[src/utm_pkg.sv]
// Package for the URI tail matcher: phase and verdict codes, character constants,
// the URI character bit sets and the context and item structs.
// No dependencies.
package utm_pkg;

	typedef enum logic [3:0] {
		PH_IDLE   = 4'd0,
		PH_COLON  = 4'd1,
		PH_SLASH1 = 4'd2,
		PH_SLASH2 = 4'd3,
		PH_USER   = 4'd4,
		PH_HOST   = 4'd5,
		PH_PORT   = 4'd6,
		PH_PATH   = 4'd7,
		PH_QUERY  = 4'd8,
		PH_FRAG   = 4'd9,
		PH_HEX1   = 4'd10,
		PH_HEX2   = 4'd11,
		PH_FILE   = 4'd12
	} phase_t;

	typedef enum logic [1:0] {
		V_GROUND = 2'd0,
		V_MORE   = 2'd1,
		V_MAY    = 2'd2,
		V_DONE   = 2'd3
	} verdict_t;

	typedef enum logic {
		CMD_BEGIN = 1'b0,
		CMD_CHAR  = 1'b1
	} command_t;

	localparam int URI_LEN_W  = 12;
	localparam int SCHEME_W   = 12;

	localparam logic [7:0] CH_LOW     = 8'h21;
	localparam logic [7:0] CH_HIGH    = 8'h7E;
	localparam logic [7:0] CH_COLON   = 8'h3A;
	localparam logic [7:0] CH_SLASH   = 8'h2F;
	localparam logic [7:0] CH_AT      = 8'h40;
	localparam logic [7:0] CH_QUEST   = 8'h3F;
	localparam logic [7:0] CH_HASH    = 8'h23;
	localparam logic [7:0] CH_PERCENT = 8'h25;

	// Allowed URI characters for bytes 0x20..0x7F, one word per block of 32 codes.
	localparam logic [2:0][31:0] URI_CHARS = {32'h47FFFFFE, 32'h87FFFFFF, 32'hAFFFFC42};

	typedef struct packed {
		phase_t   phase;
		phase_t   saved;
		verdict_t last;
		logic     is_file;
	} utm_ctx_t;

	typedef struct packed {
		command_t            command;
		logic [7:0]          ch;
		logic [SCHEME_W-1:0] scheme_len;
		logic                file_scheme;
	} utm_item_t;

endpackage

[src/utm_step.sv]
// Next-state and result logic of the URI tail matcher for one beat.
// Purely combinational; depends on utm_pkg.
module utm_step import utm_pkg::*; #(
	parameter int MAX_URI_LEN = 4095
) (
	input  utm_item_t                                item,
	input  utm_ctx_t                                 ctx,
	input  logic [$clog2(MAX_URI_LEN+1)-1:0]         count,
	output utm_ctx_t                                 ctx_next,
	output logic [$clog2(MAX_URI_LEN+1)-1:0]         count_next,
	output verdict_t                                 verdict,
	output logic [URI_LEN_W-1:0]                     uri_len
);

	localparam int LEN_W  = $clog2(MAX_URI_LEN + 1);
	localparam int WIDE_W = (LEN_W > SCHEME_W) ? LEN_W : SCHEME_W;

	logic [7:0]        c;
	logic              in_range;
	logic              in_set;
	logic              is_digit;
	logic              is_hex;
	logic [1:0]        word_sel;
	logic [4:0]        bit_sel;
	verdict_t          adv_v;
	phase_t            adv_phase;
	phase_t            adv_saved;
	logic [WIDE_W-1:0] sl_wide;
	logic [WIDE_W-1:0] max_wide;
	logic [WIDE_W-1:0] len_wide;

	assign c        = item.ch;
	assign in_range = (c >= CH_LOW) && (c <= CH_HIGH);
	assign word_sel = 2'(c[7:5] - 3'd1);
	assign bit_sel  = c[4:0];
	assign in_set   = (word_sel != 2'd3) && URI_CHARS[word_sel][bit_sel];
	assign is_digit = c inside {[8'h30:8'h39]};
	assign is_hex   = c inside {[8'h30:8'h39], [8'h41:8'h46], [8'h61:8'h66]};

	// Phase walk for one byte; V_GROUND here means the byte is rejected.
	always_comb begin
		adv_v     = V_GROUND;
		adv_phase = ctx.phase;
		adv_saved = ctx.saved;
		case (ctx.phase)
			PH_COLON: begin
				if (c == CH_COLON) begin
					adv_phase = PH_SLASH1;
					adv_v     = V_MORE;
				end
			end
			PH_SLASH1: begin
				if (c == CH_SLASH) begin
					adv_phase = PH_SLASH2;
					adv_v     = V_MORE;
				end
			end
			PH_SLASH2: begin
				if (c == CH_SLASH) begin
					adv_phase = ctx.is_file ? PH_FILE : PH_USER;
					adv_v     = V_MORE;
				end
			end
			PH_USER, PH_HOST, PH_PATH, PH_QUERY, PH_FRAG: begin
				if (ctx.phase == PH_USER && c == CH_AT) begin
					adv_phase = PH_HOST;
					adv_v     = V_MORE;
				end else if ((ctx.phase == PH_USER || ctx.phase == PH_HOST)
						&& c == CH_COLON) begin
					adv_phase = PH_PORT;
					adv_v     = V_MORE;
				end else if (ctx.phase != PH_QUERY && ctx.phase != PH_FRAG
						&& c == CH_SLASH) begin
					adv_phase = PH_PATH;
					adv_v     = V_MAY;
				end else if (ctx.phase != PH_QUERY && ctx.phase != PH_FRAG
						&& c == CH_QUEST) begin
					adv_phase = PH_QUERY;
					adv_v     = V_MAY;
				end else if (ctx.phase != PH_FRAG && c == CH_HASH) begin
					adv_phase = PH_FRAG;
					adv_v     = V_MAY;
				end else if (c == CH_PERCENT) begin
					adv_saved = ctx.phase;
					adv_phase = PH_HEX1;
					adv_v     = V_MORE;
				end else if (in_set) begin
					adv_v = V_MAY;
				end
			end
			PH_PORT: begin
				if (c == CH_SLASH) begin
					adv_phase = PH_PATH;
					adv_v     = V_MAY;
				end else if (c == CH_QUEST) begin
					adv_phase = PH_QUERY;
					adv_v     = V_MAY;
				end else if (c == CH_HASH) begin
					adv_phase = PH_FRAG;
					adv_v     = V_MAY;
				end else if (is_digit) begin
					adv_v = V_MAY;
				end
			end
			PH_HEX1: begin
				if (is_hex) begin
					adv_phase = PH_HEX2;
					adv_v     = V_MORE;
				end
			end
			PH_HEX2: begin
				if (is_hex) begin
					adv_phase = ctx.saved;
					adv_v     = V_MAY;
				end
			end
			PH_FILE: begin
				adv_v = V_MAY;
			end
			default: begin
				adv_v = V_GROUND;
			end
		endcase
	end

	assign sl_wide  = WIDE_W'(item.scheme_len);
	assign max_wide = WIDE_W'(MAX_URI_LEN);

	always_comb begin
		ctx_next   = ctx;
		count_next = count;
		verdict    = V_GROUND;
		if (item.command == CMD_BEGIN) begin
			count_next       = (sl_wide > max_wide) ? LEN_W'(max_wide) : LEN_W'(sl_wide);
			ctx_next.is_file = item.file_scheme;
			ctx_next.phase   = PH_COLON;
			verdict          = V_MORE;
		end else if (ctx.phase == PH_IDLE) begin
			count_next = '0;
			verdict    = V_GROUND;
		end else if (in_range && adv_v != V_GROUND) begin
			ctx_next.phase = adv_phase;
			ctx_next.saved = adv_saved;
			verdict        = adv_v;
			if (WIDE_W'(count) < max_wide) begin
				count_next = LEN_W'(count + 1'b1);
			end
		end else begin
			ctx_next.phase = PH_IDLE;
			if (ctx.last == V_MAY) begin
				verdict = V_DONE;
			end else begin
				count_next = '0;
				verdict    = V_GROUND;
			end
		end
		ctx_next.last = verdict;
	end

	assign len_wide = WIDE_W'(count_next);
	assign uri_len  = len_wide[URI_LEN_W-1:0];

endmodule

[src/uri_tail_matcher_top.sv]
// URI tail matcher: beats wait in the input stage, results in the output register.
// Throughput one beat per cycle unless a waiting result stalls: the phase update is a
// single pass fed back from the context register, so beats flow while results drain.
// Asynchronous active-low reset clears the context to the idle phase, the length to
// zero and empties both the input stage and the output register.
// Depends on utm_pkg and utm_step.
module uri_tail_matcher_top import utm_pkg::*; #(
	parameter int MAX_URI_LEN = 4095
) (
	input  logic        clk,
	input  logic        arst_n,
	input  logic        s_tvalid,
	output logic        s_tready,
	input  logic [23:0] s_tdata,   // ch [7:0], scheme_len [19:8], file_scheme [20], zero pad
	input  logic        s_tuser,   // command: 0 begins a candidate, 1 presents a character
	output logic        m_tvalid,
	input  logic        m_tready,
	output logic [15:0] m_tdata    // verdict [1:0], uri_len [13:2], zero pad
);

	localparam int LEN_W = $clog2(MAX_URI_LEN + 1);

	// Input stage: one registered beat waiting to be stepped.
	logic       valid_s1;
	utm_item_t  item_s1;

	// Recogniser context and accepted length.
	utm_ctx_t          ctx_q;
	logic [LEN_W-1:0]  count_q;

	utm_ctx_t          ctx_next;
	logic [LEN_W-1:0]  count_next;
	verdict_t          verdict;
	logic [URI_LEN_W-1:0] uri_len;

	logic step_go;

	// The staged beat is processed whenever the output register is free or is being
	// emptied this cycle, so a waiting result never holds back the input side for more
	// than the one slot of the input stage.
	assign step_go  = valid_s1 && (!m_tvalid || m_tready);
	assign s_tready = !valid_s1 || step_go;

	always_ff @(posedge clk or negedge arst_n) begin
		if (!arst_n) begin
			valid_s1 <= 1'b0;
		end else if (s_tready) begin
			valid_s1 <= s_tvalid;
		end
	end

	always_ff @(posedge clk) begin
		if (s_tvalid && s_tready) begin
			item_s1.command     <= command_t'(s_tuser);
			item_s1.ch          <= s_tdata[7:0];
			item_s1.scheme_len  <= s_tdata[19:8];
			item_s1.file_scheme <= s_tdata[20];
		end
	end

	utm_step #(
		.MAX_URI_LEN(MAX_URI_LEN)
	) u_step (
		.item       (item_s1),
		.ctx        (ctx_q),
		.count      (count_q),
		.ctx_next   (ctx_next),
		.count_next (count_next),
		.verdict    (verdict),
		.uri_len    (uri_len)
	);

	// Context only moves when a beat is actually stepped.
	always_ff @(posedge clk or negedge arst_n) begin
		if (!arst_n) begin
			ctx_q.phase   <= PH_IDLE;
			ctx_q.saved   <= PH_IDLE;
			ctx_q.last    <= V_GROUND;
			ctx_q.is_file <= 1'b0;
			count_q       <= '0;
		end else if (step_go) begin
			ctx_q   <= ctx_next;
			count_q <= count_next;
		end
	end

	// Output register: holds a finished result until the downstream side takes it.
	always_ff @(posedge clk or negedge arst_n) begin
		if (!arst_n) begin
			m_tvalid <= 1'b0;
		end else if (step_go) begin
			m_tvalid <= 1'b1;
		end else if (m_tready) begin
			m_tvalid <= 1'b0;
		end
	end

	always_ff @(posedge clk) begin
		if (step_go) begin
			m_tdata <= {2'b00, uri_len, verdict};
		end
	end

endmodule
[config.mk]
export PLATFORM = sky130hd
export DESIGN_NAME = uri_tail_matcher_top
export DESIGN_NICKNAME = d
export VERILOG_FILES = /design/src/utm_pkg.sv /design/src/utm_step.sv /design/src/uri_tail_matcher_top.sv
export SDC_FILE = /design/constraint.sdc
export NUM_CORES = 1
export LEC_CHECK = 0
export ABC_AREA = 1
export BUFFER_PORTS_ARGS = -buffer_cell sky130_fd_sc_hd__clkbuf_2
export CORE_ASPECT_RATIO = 0.8
export CORE_MARGIN = 2
export CORE_UTILIZATION = 60
export CTS_CLUSTER_SIZE = 10
export DETAILED_ROUTE_END_ITERATION = 8
export GPL_TIMING_DRIVEN = 1
export PLACE_DENSITY = 0.79
export RECOVER_POWER = 100
export SYNTH_ARGS = -nofsm -noshare
export SYNTH_HDL_FRONTEND = slang
export SYNTH_HIERARCHICAL = 1
export SYNTH_SLANG_ARGS = --single-unit
[constraint.sdc]
create_clock -name clk -period 5.7 [get_ports clk]
set_input_delay 0.285 -clock clk [delete_from_list [all_inputs] [get_ports clk]]
set_output_delay 0.285 -clock clk [all_outputs]
set_load 0.01 [all_outputs]
# --- Yosys cells after proc, flatten, opt, wreduce, memory -nomap -nowiden ---
# Cells that the tools add are included.
classes:
  bitwise: 7
  n_addsub: 2
  reduce_logical: 28
  n_eq_ne: 31
  magnitude_cmp: 12
  mux: 59
ops:
  columns: ["cell", "n"]
  rows:
  - ["2-to-1 mux 4 bit", 25]
  - ["2-to-1 mux 12 bit", 6]
  - ["binary-select mux 32 bit (select 2 bit)", 1]
  - ["equality test 8 x 6 -> 1 bit (second input constant)", 5]
  - ["2-to-1 mux 2 bit", 16]
  - ["2-to-1 mux 32 bit", 1]
  - ["one-hot mux 4 bit (7 select lines)", 1]
  - ["<= comparator 8 x 7 -> 1 bit (second input constant)", 3]
  - ["equality test 4 bit (second input constant)", 5]
  - ["!= test 4 x 3 -> 1 bit (second input constant)", 5]
  - ["equality test 4 x 3 -> 1 bit (second input constant)", 4]
  - [">= comparator 8 x 6 -> 1 bit (second input constant)", 2]
  - [">= comparator 8 x 7 -> 1 bit (second input constant)", 2]
  - ["logical AND 1 bit", 14]
  - ["one-hot mux 2 bit (7 select lines)", 1]
  - ["adder 12 x 1 -> 12 bit (second input constant)", 1]
  - ["greater-than comparator 12 bit (second input constant)", 1]
  - ["< comparator 12 bit (second input constant)", 1]
  - ["AND reduction 11 bit", 1]
  - ["AND reduction 10 bit", 1]
  - ["!= test 9 x 3 -> 1 bit (second input constant)", 1]
  - ["!= test 9 bit (second input constant)", 1]
  - ["equality test 4 x 2 -> 1 bit (second input constant)", 2]
  - ["equality test 8 x 7 -> 1 bit (second input constant)", 1]
  - ["other kinds (21)", 38]
totals:
  input_bits: 29
  out_inout_bits: 18
  regBits: 61
  word_cells: 151

# --- Logic depth before layout (Yosys ltp) ---
# Gate-level depths: netlist of the first run.
logic_depth:
  word_depth: 19
  depth_mapped: 19
  ltp_nobuf: 17

# --- Modules after synthesis ---
# Netlist of the first run, hierarchy kept.
by_module_without_submodules:
  columns: ["mod", "seq_area_each_um2", "instances", "area_per_inst_um2", "cells_per_inst"]
  rows:
  - ["uri_tail_matcher_top", 1706.6, 1, 2160.8, 149]
  - ["utm_step", 0.0, 1, 1971.9, 388]

# --- Worst setup path before layout of the first run ---
# OpenSTA, ideal clock, no wires.
synth_timing:
  path_type: "register -> register"
  startpoint: "register item_s1[19] (netlist name)"
  endpoint: "register m_tdata[10] (data pin)"
  t_required_ns: 5.449
  synth_period_minus_slack_ns: 2.212
  arrival_time_ns: 1.961
  path_buffers: 2
  setup_slack_ns: 3.488
  setup_ns: 0.251
  path_stages_with_launch: 16
  cell_sequence: "edfxtp_1 inv_2 ha_1 nand3b_1 nand4_1 nand2_1 nand3_1 nand2_1 nand2_1 nand3_4 nand2_4 buf_12 nand2_2 nand4_1 nand2_1 buf_4"
synth_via:
  elab_chain_cells: 19
  elab_cells_between_ends: 52
  classes_between: "add/sub (1); order compare (8); eq/ne (7); mux (23); reduce/logical (13)"
synth_rtl:
  columns: ["element", "line", "rtl"]
  rows:
  - ["start: declaration", "uri_tail_matcher_top.sv:25", "utm_item_t item_s1;"]
  - ["subtractor 2 x 1 -> 2 bit", "utm_step.sv:34", "assign word_sel = 2'(c[7:5] - 3'd1);"]
  - ["binary-select mux 32 bit (select 2 bit)", "utm_step.sv:36", "assign in_set = (word_sel != 2'd3) && URI_CHARS[word_sel][bit_sel];"]
  - ["2-to-1 mux 32 bit (not written as such)", "utm_step.sv:36", null]
  - ["binary-select mux 1 bit (select 5 bit)", "utm_step.sv:36", null]
  - ["2-to-1 mux 1 bit (not written as such)", "utm_step.sv:36", null]
  - ["logical AND 1 bit", "utm_step.sv:36", null]
  - ["2-to-1 mux 2 bit", "utm_step.sv:87", "end else if (in_set) begin"]
  - ["2-to-1 mux 2 bit", "utm_step.sv:83", "end else if (c == CH_PERCENT) begin"]
  - ["[... 4 more ...]", null, null]
  - ["2-to-1 mux 2 bit", "utm_step.sv:65", "if (ctx.phase == PH_USER && c == CH_AT) begin"]
  - ["one-hot mux 2 bit (7 select lines)", "utm_step.sv:45", "case (ctx.phase)"]
  - ["nonzero test 2 bit", "utm_step.sv:141", "end else if (in_range && adv_v != V_GROUND) begin"]
  - ["logical AND 1 bit (*)", "utm_step.sv:141", null]
  - ["2-to-1 mux 12 bit (*)", "utm_step.sv:141", null]
  - ["2-to-1 mux 12 bit (*)", "utm_step.sv:138", "end else if (ctx.phase == PH_IDLE) begin"]
  - ["2-to-1 mux 12 bit (*)", "utm_step.sv:133", "if (item.command == CMD_BEGIN) begin"]
  - ["via count_next[8]", "uri_tail_matcher_top.sv:32", "logic [LEN_W-1:0] count_next;"]
  - ["end signal: assignment", "uri_tail_matcher_top.sv:100", "m_tdata <= {2'b00, uri_len, verdict};"]
  - ["end: declaration", "uri_tail_matcher_top.sv:18", "output logic [15:0] m_tdata"]
# Mark *: on every way through the listed nets, which the timed path passes. The rest lies on a longest branch. The select of a mux whose other input is x is not followed.
# A chain may end at the register's enable or synchronous reset.

# --- Worst setup path in the final report of the first run ---
layout_timing:
  startpoint: "register item_s1[18] (netlist name)"
  endpoint: "register count_q[1]"
layout_via:
  elab_chain_cells: 19
  elab_cells_between_ends: 52
  classes_between: "add/sub (1); order compare (8); eq/ne (7); mux (23); reduce/logical (13)"
layout_rtl:
  columns: ["element", "line", "rtl"]
  rows:
  - ["subtractor 2 x 1 -> 2 bit", "utm_step.sv:34", null]
  - ["binary-select mux 32 bit (select 2 bit)", "utm_step.sv:36", null]
  - ["2-to-1 mux 32 bit (not written as such)", "utm_step.sv:36", null]
  - ["binary-select mux 1 bit (select 5 bit)", "utm_step.sv:36", null]
  - ["2-to-1 mux 1 bit (not written as such)", "utm_step.sv:36", null]
  - ["logical AND 1 bit", "utm_step.sv:36", null]
  - ["2-to-1 mux 2 bit", "utm_step.sv:87", null]
  - ["2-to-1 mux 2 bit", "utm_step.sv:83", null]
  - ["[... 4 more ...]", null, null]
  - ["2-to-1 mux 2 bit", "utm_step.sv:65", null]
  - ["one-hot mux 2 bit (7 select lines)", "utm_step.sv:45", null]
  - ["nonzero test 2 bit", "utm_step.sv:141", null]
  - ["logical AND 1 bit (*)", "utm_step.sv:141", null]
  - ["2-to-1 mux 12 bit (*)", "utm_step.sv:141", null]
  - ["2-to-1 mux 12 bit (*)", "utm_step.sv:138", null]
  - ["2-to-1 mux 12 bit (*)", "utm_step.sv:133", null]
  - ["via count_next[1]", "uri_tail_matcher_top.sv:32", null]
  - ["end signal: assignment", "uri_tail_matcher_top.sv:83", "count_q <= count_next;"]
  - ["end: declaration", "uri_tail_matcher_top.sv:29", "logic [LEN_W-1:0] count_q;"]
# Marked as above.

==> results.sh, run 1 <==
export IMPL_ir_drop_mv=0.2808
export IMPL_dieArea_mm2=0.007572
export IMPL_drv_slew=0
export IMPL_synth_area_per_cell_um2=7.696
export IMPL_root_buffer="clkbuf_8"
export IMPL_powerDensity_mw_per_mm2=288.2
export IMPL_initial_core_util=0.6086
export IMPL_fillers=602
export IMPL_fin_crit_sh=0.6115
export IMPL_clock_sinks=61
export IMPL_synth_edf_count=36
export IMPL_core_area_mm2=0.006790
export IMPL_synthDistinctLibCells=43
export IMPL_vias=3670
export IMPL_die_x_um=96.79
export IMPL_tightest_slew_ns=1.446
export IMPL_yosysSeqAreaShare=0.4130
export IMPL_post_synth_inst_count=537
export IMPL_r2r_cells=15
export IMPL_synth_area_mm2=0.004133
export IMPL_viasPerCell=5.637
export IMPL_postPlaceCellArea_mm2=0.004194
export IMPL_ios=47
export IMPL_drc=0
export IMPL_r2r_start="item_s1[18]$_DFFE_PP_"
export IMPL_wirelength_um=9743
export IMPL_worst_setup_path_end_kind="flop"
export IMPL_num_rows=27
export IMPL_first_global_vias=3305
export IMPL_synth_top_cell_by_area="edfxtp_1"
export IMPL_crit_top_cell="nand2_1"
export IMPL_synth_seq_cells=61
export IMPL_ant_nets=0
export IMPL_cp_depth=15
export IMPL_yosys_top_cells_area="edfxtp_1 26%, dfrtp_1 15%, nand2_1 14%"
export IMPL_cp_slowest_stage_delay_ns=0.73
export IMPL_fmax_ghz=0.2869
export IMPL_setup_tns_ns=0
export IMPL_htree_levels=3
export IMPL_post_cts_setup_buffer_count=0
export IMPL_post_route_util=0.6442
export IMPL_drive_gt1_frac=0.1720
export IMPL_synth_top_area_share=0.2616
export IMPL_clk_latency_ns=0.34
export IMPL_cts_hold_buf=1
export IMPL_synthTopCellsByCount="158 x nand2_1, 62 x nand3_1, 46 x inv_1, 36 x edfxtp_1, 35 x nor2_1"
export IMPL_drt_first_pass_iters=5
export IMPL_die_y_um=78.23
export IMPL_antennaDiodeCount=0
export IMPL_place_hpwl_um=6719
export IMPL_grt_pass1_wl_um=15880
export IMPL_grt_ovfl_total=0
export IMPL_nNetsFinal=593
export IMPL_worstSetupPathType="reg -> reg"
export IMPL_cts_tree="done"
export IMPL_required_ns=5.92
export IMPL_track_usage=0.2644
export IMPL_slew_headroom=0.03617
export IMPL_cap_violations=0
export IMPL_leakagePower_nw=2.064
export IMPL_synthArstFlopShare=0.4098
export IMPL_instances_no_fill=651
export IMPL_hold_violations=0
export IMPL_hold_worst_slack_ns=0.1145
export IMPL_worst_path_buf_inv=1
export IMPL_cts_buffers=9
export IMPL_cp_cell_sequence="inv_1 -> ha_1 -> nand3b_1 -> nand4_1 -> nand2_1 -> nand3_1 -> nand2_1 -> nand2_1 -> nand3_1 -> nand2_1 -> o21ai_0 -> nand3_1 -> nand2_1 -> nand3_1 -> nand2_1"
export IMPL_grt_max_degree=26
export IMPL_min_delay_start="s_tdata[12]"
export IMPL_setup_viol=0
export IMPL_ctsResizeCount=0
export IMPL_hp_class="in -> reg"
export IMPL_status="finished, final reports clean"
export IMPL_min_path_cells=1
export IMPL_cp_max_fo=15
export IMPL_layout_min_cycle_time_ns=3.486
export IMPL_crit_start="item_s1[18]$_DFFE_PP_"
export IMPL_drt_iter0_markers=418
export IMPL_routedWlPerCell_um=14.97
export IMPL_numPortBuffers=41
export IMPL_skew_ns=0.007519
export IMPL_p_total_mw=1.261
export IMPL_critPathTopFamily="simple AND/OR/NAND/NOR gates"
export IMPL_final_cell_area_mm2=0.004374
export IMPL_clockBufferDepth=2
export IMPL_grt_setup_unrepaired="false"
export IMPL_layout_setup_ws_ns=2.214
export IMPL_crit_arrival_ns=3.71
export IMPL_ys_flop_type="edfxtp_1"
export IMPL_syn_to_final_growth_pct=5.843
export IMPL_dp_slack_ns=3.065
export IMPL_cp_start_kind="flop"
export IMPL_place_gp_congestion=0.9215
export IMPL_yosysWarnings=6
export IMPL_yosysMostFrequentCell="nand2_1"
export IMPL_placedCellCount=634
export IMPL_antenna_found_initial=0
export IMPL_cpMaxStageDelayCell="nand2_1"
export IMPL_path_clk_slew_ns=0.08
## worst paths after layout
path                                               end  slack [ns]
worst min register to register    ctx_q[2]$_DFFE_PN0P_        0.48
worst max register to register  count_q[1]$_DFFE_PN0P_        2.21
worst max-delay path            count_q[1]$_DFFE_PN0P_        2.21
min in group asynchronous       count_q[6]$_DFFE_PN0P_        0.82
worst min-delay path              item_s1[5]$_DFFE_PP_        0.11
max in group asynchronous       count_q[1]$_DFFE_PN0P_        4.03
## final cells by class
class,count,area (um^2),area share
sequential,61,1707,0.3902
inverter,60,225.2,0.05149
tap,87,108.9,0.02489
timing repair buffer,43,197.7,0.04519
clock inverter,6,93.84,0.02145
multi-input combinational,384,1904,0.4354
clock buffer,10,137.6,0.03146
## flip-flops by register name, summed over array words and instances, names as in the netlist
| register | cells |
|---|---|
| item_s1 | 22 |
| m_tdata | 14 |
| count_q | 12 |
| ctx_q | 11 |
| m_tvalid | 1 |
| valid_s1 | 1 |
## placed cells by master, fill, tap and decap left out, types with 2 or more instances in the layout
master,count
a21oi_1,18
a31oi_1,2
and3_1,2
bufinv_16,2
clkbuf_1,18
clkbuf_2,24
clkbuf_8,10
clkinv_4,2
conb_1,2
dfrtp_1,25
edfxtp_1,36
ha_1,5
inv_1,46
inv_2,13
nand2_1,160
nand2_2,22
nand2_4,3
nand3_1,63
nand3_2,4
nand3b_1,2
nand4_1,14
nor2_1,35
nor2_2,8
nor2_4,2
nor3_1,7
nor4_1,2
o211ai_1,3
o21ai_0,17
xor2_1,2
## routing by layer
metal | track usage | share of wire
met3 | 0.05076 | 0.085
met1 | 0.3823 | 0.46
met2 | 0.4069 | 0.44
met4 | 0.08169 | 0.018
met5 | 0 | 0
## power breakdown
part	switching, mW	internal [mW]	leakage (nW)
combinational	0.163	0.0711	1.27
clock	0.182	0.261	0.113
sequential	0.0571	0.526	0.680
total	0.402	0.858	2.06
## logic make-up (layout without fill, tap and decap cells)
| logic type | count (synthesis) | count (layout) | synth area share |
|---|---|---|---|
| adder cells (fa/ha/maj) | 5 | 5 | 0.01514 |
| buffers and inverters | 93 | 119 | 0.1184 |
| flip-flops | 61 | 61 | 0.4130 |
| XOR/XNOR | 3 | 3 | 0.006359 |
| other | 1 | 2 | 0.0009074 |
| AO/OA/AOI/OAI | 49 | 49 | 0.07357 |
| AND/OR/NAND/NOR | 325 | 325 | 0.3727 |
Note: power is estimated with default switching activity, not from simulation.
==> run 2: changes to the inputs <==
Settings changed: CORE_UTILIZATION 60 to 59, PLACE_DENSITY 0.79 to 0.77.
Clock period 5.7 ns to 3.65 ns, I/O delays scaled along.
==> run 2 against run 1 <==
Clock skew rose by 0.010 ns. Cell count up 1.7%. Combinational power up 60%. Non-clock buffer count grew 11. Sequential cell count unchanged. Via count increased by 0.63%. Fmax increased by 31%. First-iteration DRC count shrank 41%.
==> results.sh, run 2 (synthesis results as in run 1) <==
export IMPL_die_x_um=97.57
export IMPL_combPwrFrac=0.207
export IMPL_hp_class="in -> reg"
export IMPL_postPlaceCellArea_mm2=0.004202
export IMPL_top_regs="item_s1: 22 flops, m_tdata: 14 flops, count_q: 12 flops"
export IMPL_clk_latency_ns=0.35
export IMPL_cpMaxStageDelayCell="edfxtp_1"
export IMPL_vias=3693
export IMPL_dp_slack_ns=1.047
export IMPL_dieArea_mm2=0.007694
export IMPL_cp_start_kind="flop"
export IMPL_numPortBuffers=41
export IMPL_drt_iter0_markers=245
export IMPL_worstSetupPathType="reg -> reg"
export IMPL_multi_input_area_mm2=0.001902
export IMPL_cp_slowest_stage_delay_ns=0.48
export IMPL_fin_crit_sh=0.7267
export IMPL_use_met1=0.3929
export IMPL_viasPerCell=5.579
export IMPL_p_sw_frac=0.3440
export IMPL_htree_levels=3
export IMPL_ios=47
export IMPL_cts_buffers=9
export IMPL_crit_start="item_s1[18]$_DFFE_PP_"
export IMPL_largest_register_ffs=22
export IMPL_layout_min_cycle_time_ns=2.652
export IMPL_die_y_um=78.86
export IMPL_initial_core_util=0.6056
export IMPL_nNetsFinal=604
export IMPL_skew_ns=0.01777
export IMPL_fmax_ghz=0.3770
export IMPL_powerDensity_mw_per_mm2=409.8
export IMPL_reg2reg_setup_slack_ns=1.0
export IMPL_syn_to_final_growth_pct=6.873
export IMPL_core_area_mm2=0.006824
export IMPL_worst_path_buf_inv=1
export IMPL_fillers=624
export IMPL_ir_drop_mv=0.3341
export IMPL_drt_first_pass_iters=5
export IMPL_layout_setup_ws_ns=0.9975
export IMPL_antenna_found_initial=0
export IMPL_final_cell_area_mm2=0.004417
export IMPL_antennaDiodeCount=0
export IMPL_cp_cell_sequence="inv_1 -> ha_1 -> a21oi_1 -> o21bai_1 -> nand2_1 -> a21oi_2 -> nor2_2 -> nand3_4 -> nand2_4 -> o21ai_0 -> nand3_1 -> nand2_1 -> nand3_1 -> nand2_1"
export IMPL_critPathTopFamily="simple AND/OR/NAND/NOR gates"
export IMPL_num_rows=27
export IMPL_wirelength_um=10070
export IMPL_crit_arrival_ns=2.88
export IMPL_ff_latch_area_mm2=0.001707
export IMPL_path_clk_slew_ns=0.07
export IMPL_layout_common_cells="168 x nand2_1, 62 x nand3_1, 46 x inv_1"
export IMPL_clock_sinks=61
export IMPL_root_buffer="clkbuf_8"
export IMPL_worst_setup_path_end_kind="flop"
export IMPL_r2r_start="item_s1[18]$_DFFE_PP_"
export IMPL_grt_pass1_wl_um=16660
export IMPL_track_usage=0.2733
export IMPL_setup_viol=0
export IMPL_crit_top_cell="nand2_1"
export IMPL_grt_max_degree=26
export IMPL_grt_setup_unrepaired="false"
export IMPL_drive_gt1_frac=0.1565
export IMPL_cp_depth=14
export IMPL_seqPwrFrac=0.503
export IMPL_pwr_share_clk=0.290
export IMPL_first_global_vias=3401
export IMPL_place_hpwl_um=6779
export IMPL_place_gp_congestion=0.9693
export IMPL_r2r_cells=14
export IMPL_required_ns=3.87
export IMPL_intPower_mw=1.187
export IMPL_cts_tree="done"
export IMPL_ant_nets=0
export IMPL_grtUsageMet3=0.06426
export IMPL_routedWlPerCell_um=15.22
export IMPL_hold_violations=0
export IMPL_setup_tns_ns=0
export IMPL_leakagePower_nw=2.104
export IMPL_cap_violations=0
export IMPL_drv_slew=0
export IMPL_largest_register="item_s1"
export IMPL_tightest_slew_ns=1.421
export IMPL_slew_headroom=0.05281
export IMPL_setup_worst_path_end="count_q[1]$_DFFE_PN0P_"
export IMPL_grt_busiest_layer="met2"
export IMPL_status="finished, final reports clean"
export IMPL_drc=0
export IMPL_p_switching_mw=0.6226
export IMPL_clockBufferDepth=2
export IMPL_grt_util_met2=0.4131
export IMPL_cp_max_fo=15
export IMPL_final_common_cell="nand2_1"
export IMPL_grt_ovfl_total=0
export IMPL_regToRegEndpoint="count_q[1]$_DFFE_PN0P_"
## run 2: changes by cell type in the layout (fill, tap and decap cells not counted), moves of 2 or more
cell           delta
dlygate4sd3_1    +10
nand2_2           -9
nand2_1           +8
clkinv_2          +3
buf_4             +2
bufinv_16         -2
clkinv_4          -2
## run 2: how the worst min path moves through the flow
stage	start	endpoint	slack, ns	cells after the start
3_5_place_dp	arst_n	ctx_q[9]$_DFFE_PN0P_	0.23	1
2_1_floorplan	arst_n	count_q[0]$_DFFE_PN0P_	-0.11	0
5_1_grt	s_tdata[8]	item_s1[1]$_DFFE_PP_	0.002	1
3_3_place_gp	arst_n	ctx_q[9]$_DFFE_PN0P_	0.23	1
4_1_cts	s_tdata[3]	item_s1[16]$_DFFE_PP_	0.0002	1
6_report	s_tdata[8]	item_s1[1]$_DFFE_PP_	0.01	1
## run 2: final cells by class
class / count / share of cell area
clock inverters: 6 / 0.008782
well taps: 87 / 0.02465
multi-input cells: 384 / 0.4306
flip-flops and latches: 61 / 0.3864
repair buffers: 54 / 0.06969
inverters: 60 / 0.05099
clock buffers: 10 / 0.02890
## run 2: timing repair
action,4_1_cts,5_1_grt
buffers inserted,0,0
resized for setup,0,0
endpoints found under the hold margin,34,1
endpoints found under the setup margin,0,0
hold buffers,10,1
## run 2: layer usage
layer | part of all wire | up-vias
met5 | 0 | -
li1 | - | 1807
met2 | 0.44 | 183
met3 | 0.089 | 9
met1 | 0.46 | 1694
met4 | 0.0090 | 0
## run 2: power by group through the flow
stage | Clock [mW] | Sequential [mW] | Combinational [mW]
final | 0.525 | 0.910 | 0.375
after global routing | 0.560 | 0.922 | 0.427
after CTS | 0.528 | 0.910 | 0.377
after detailed placement | 0 | 0.923 | 0.366
after global placement | 0 | 0.921 | 0.360
after floorplan | 0 | 0.901 | 0.299
## run 2: stage by stage
stage | total power, mW | std cells | hold slack (ns) | utilization
detailed placement | 1.289 | 635 | 0.2339 | 0.6157
finish | 1.810 | 662 | 0.01375 | 0.6472
floorplan | 1.201 | 538 | -0.1131 | -
global route | 1.909 | 662 | 0.001892 | 0.6472
global placement | 1.281 | 635 | 0.2312 | 0.6157
CTS | 1.815 | 661 | 0.0001937 | 0.6547
## run 2: worst register-to-register path, delay by kind of cell, from the launching register on
kind	cells	cell delay (ns)
AO/OA/AOI/OAI	4	0.42
AND/OR/NAND/NOR	8	1.24
adder cells (fa/ha/maj)	1	0.23
buffers and inverters	1	0.15
flip-flops	1	0.48
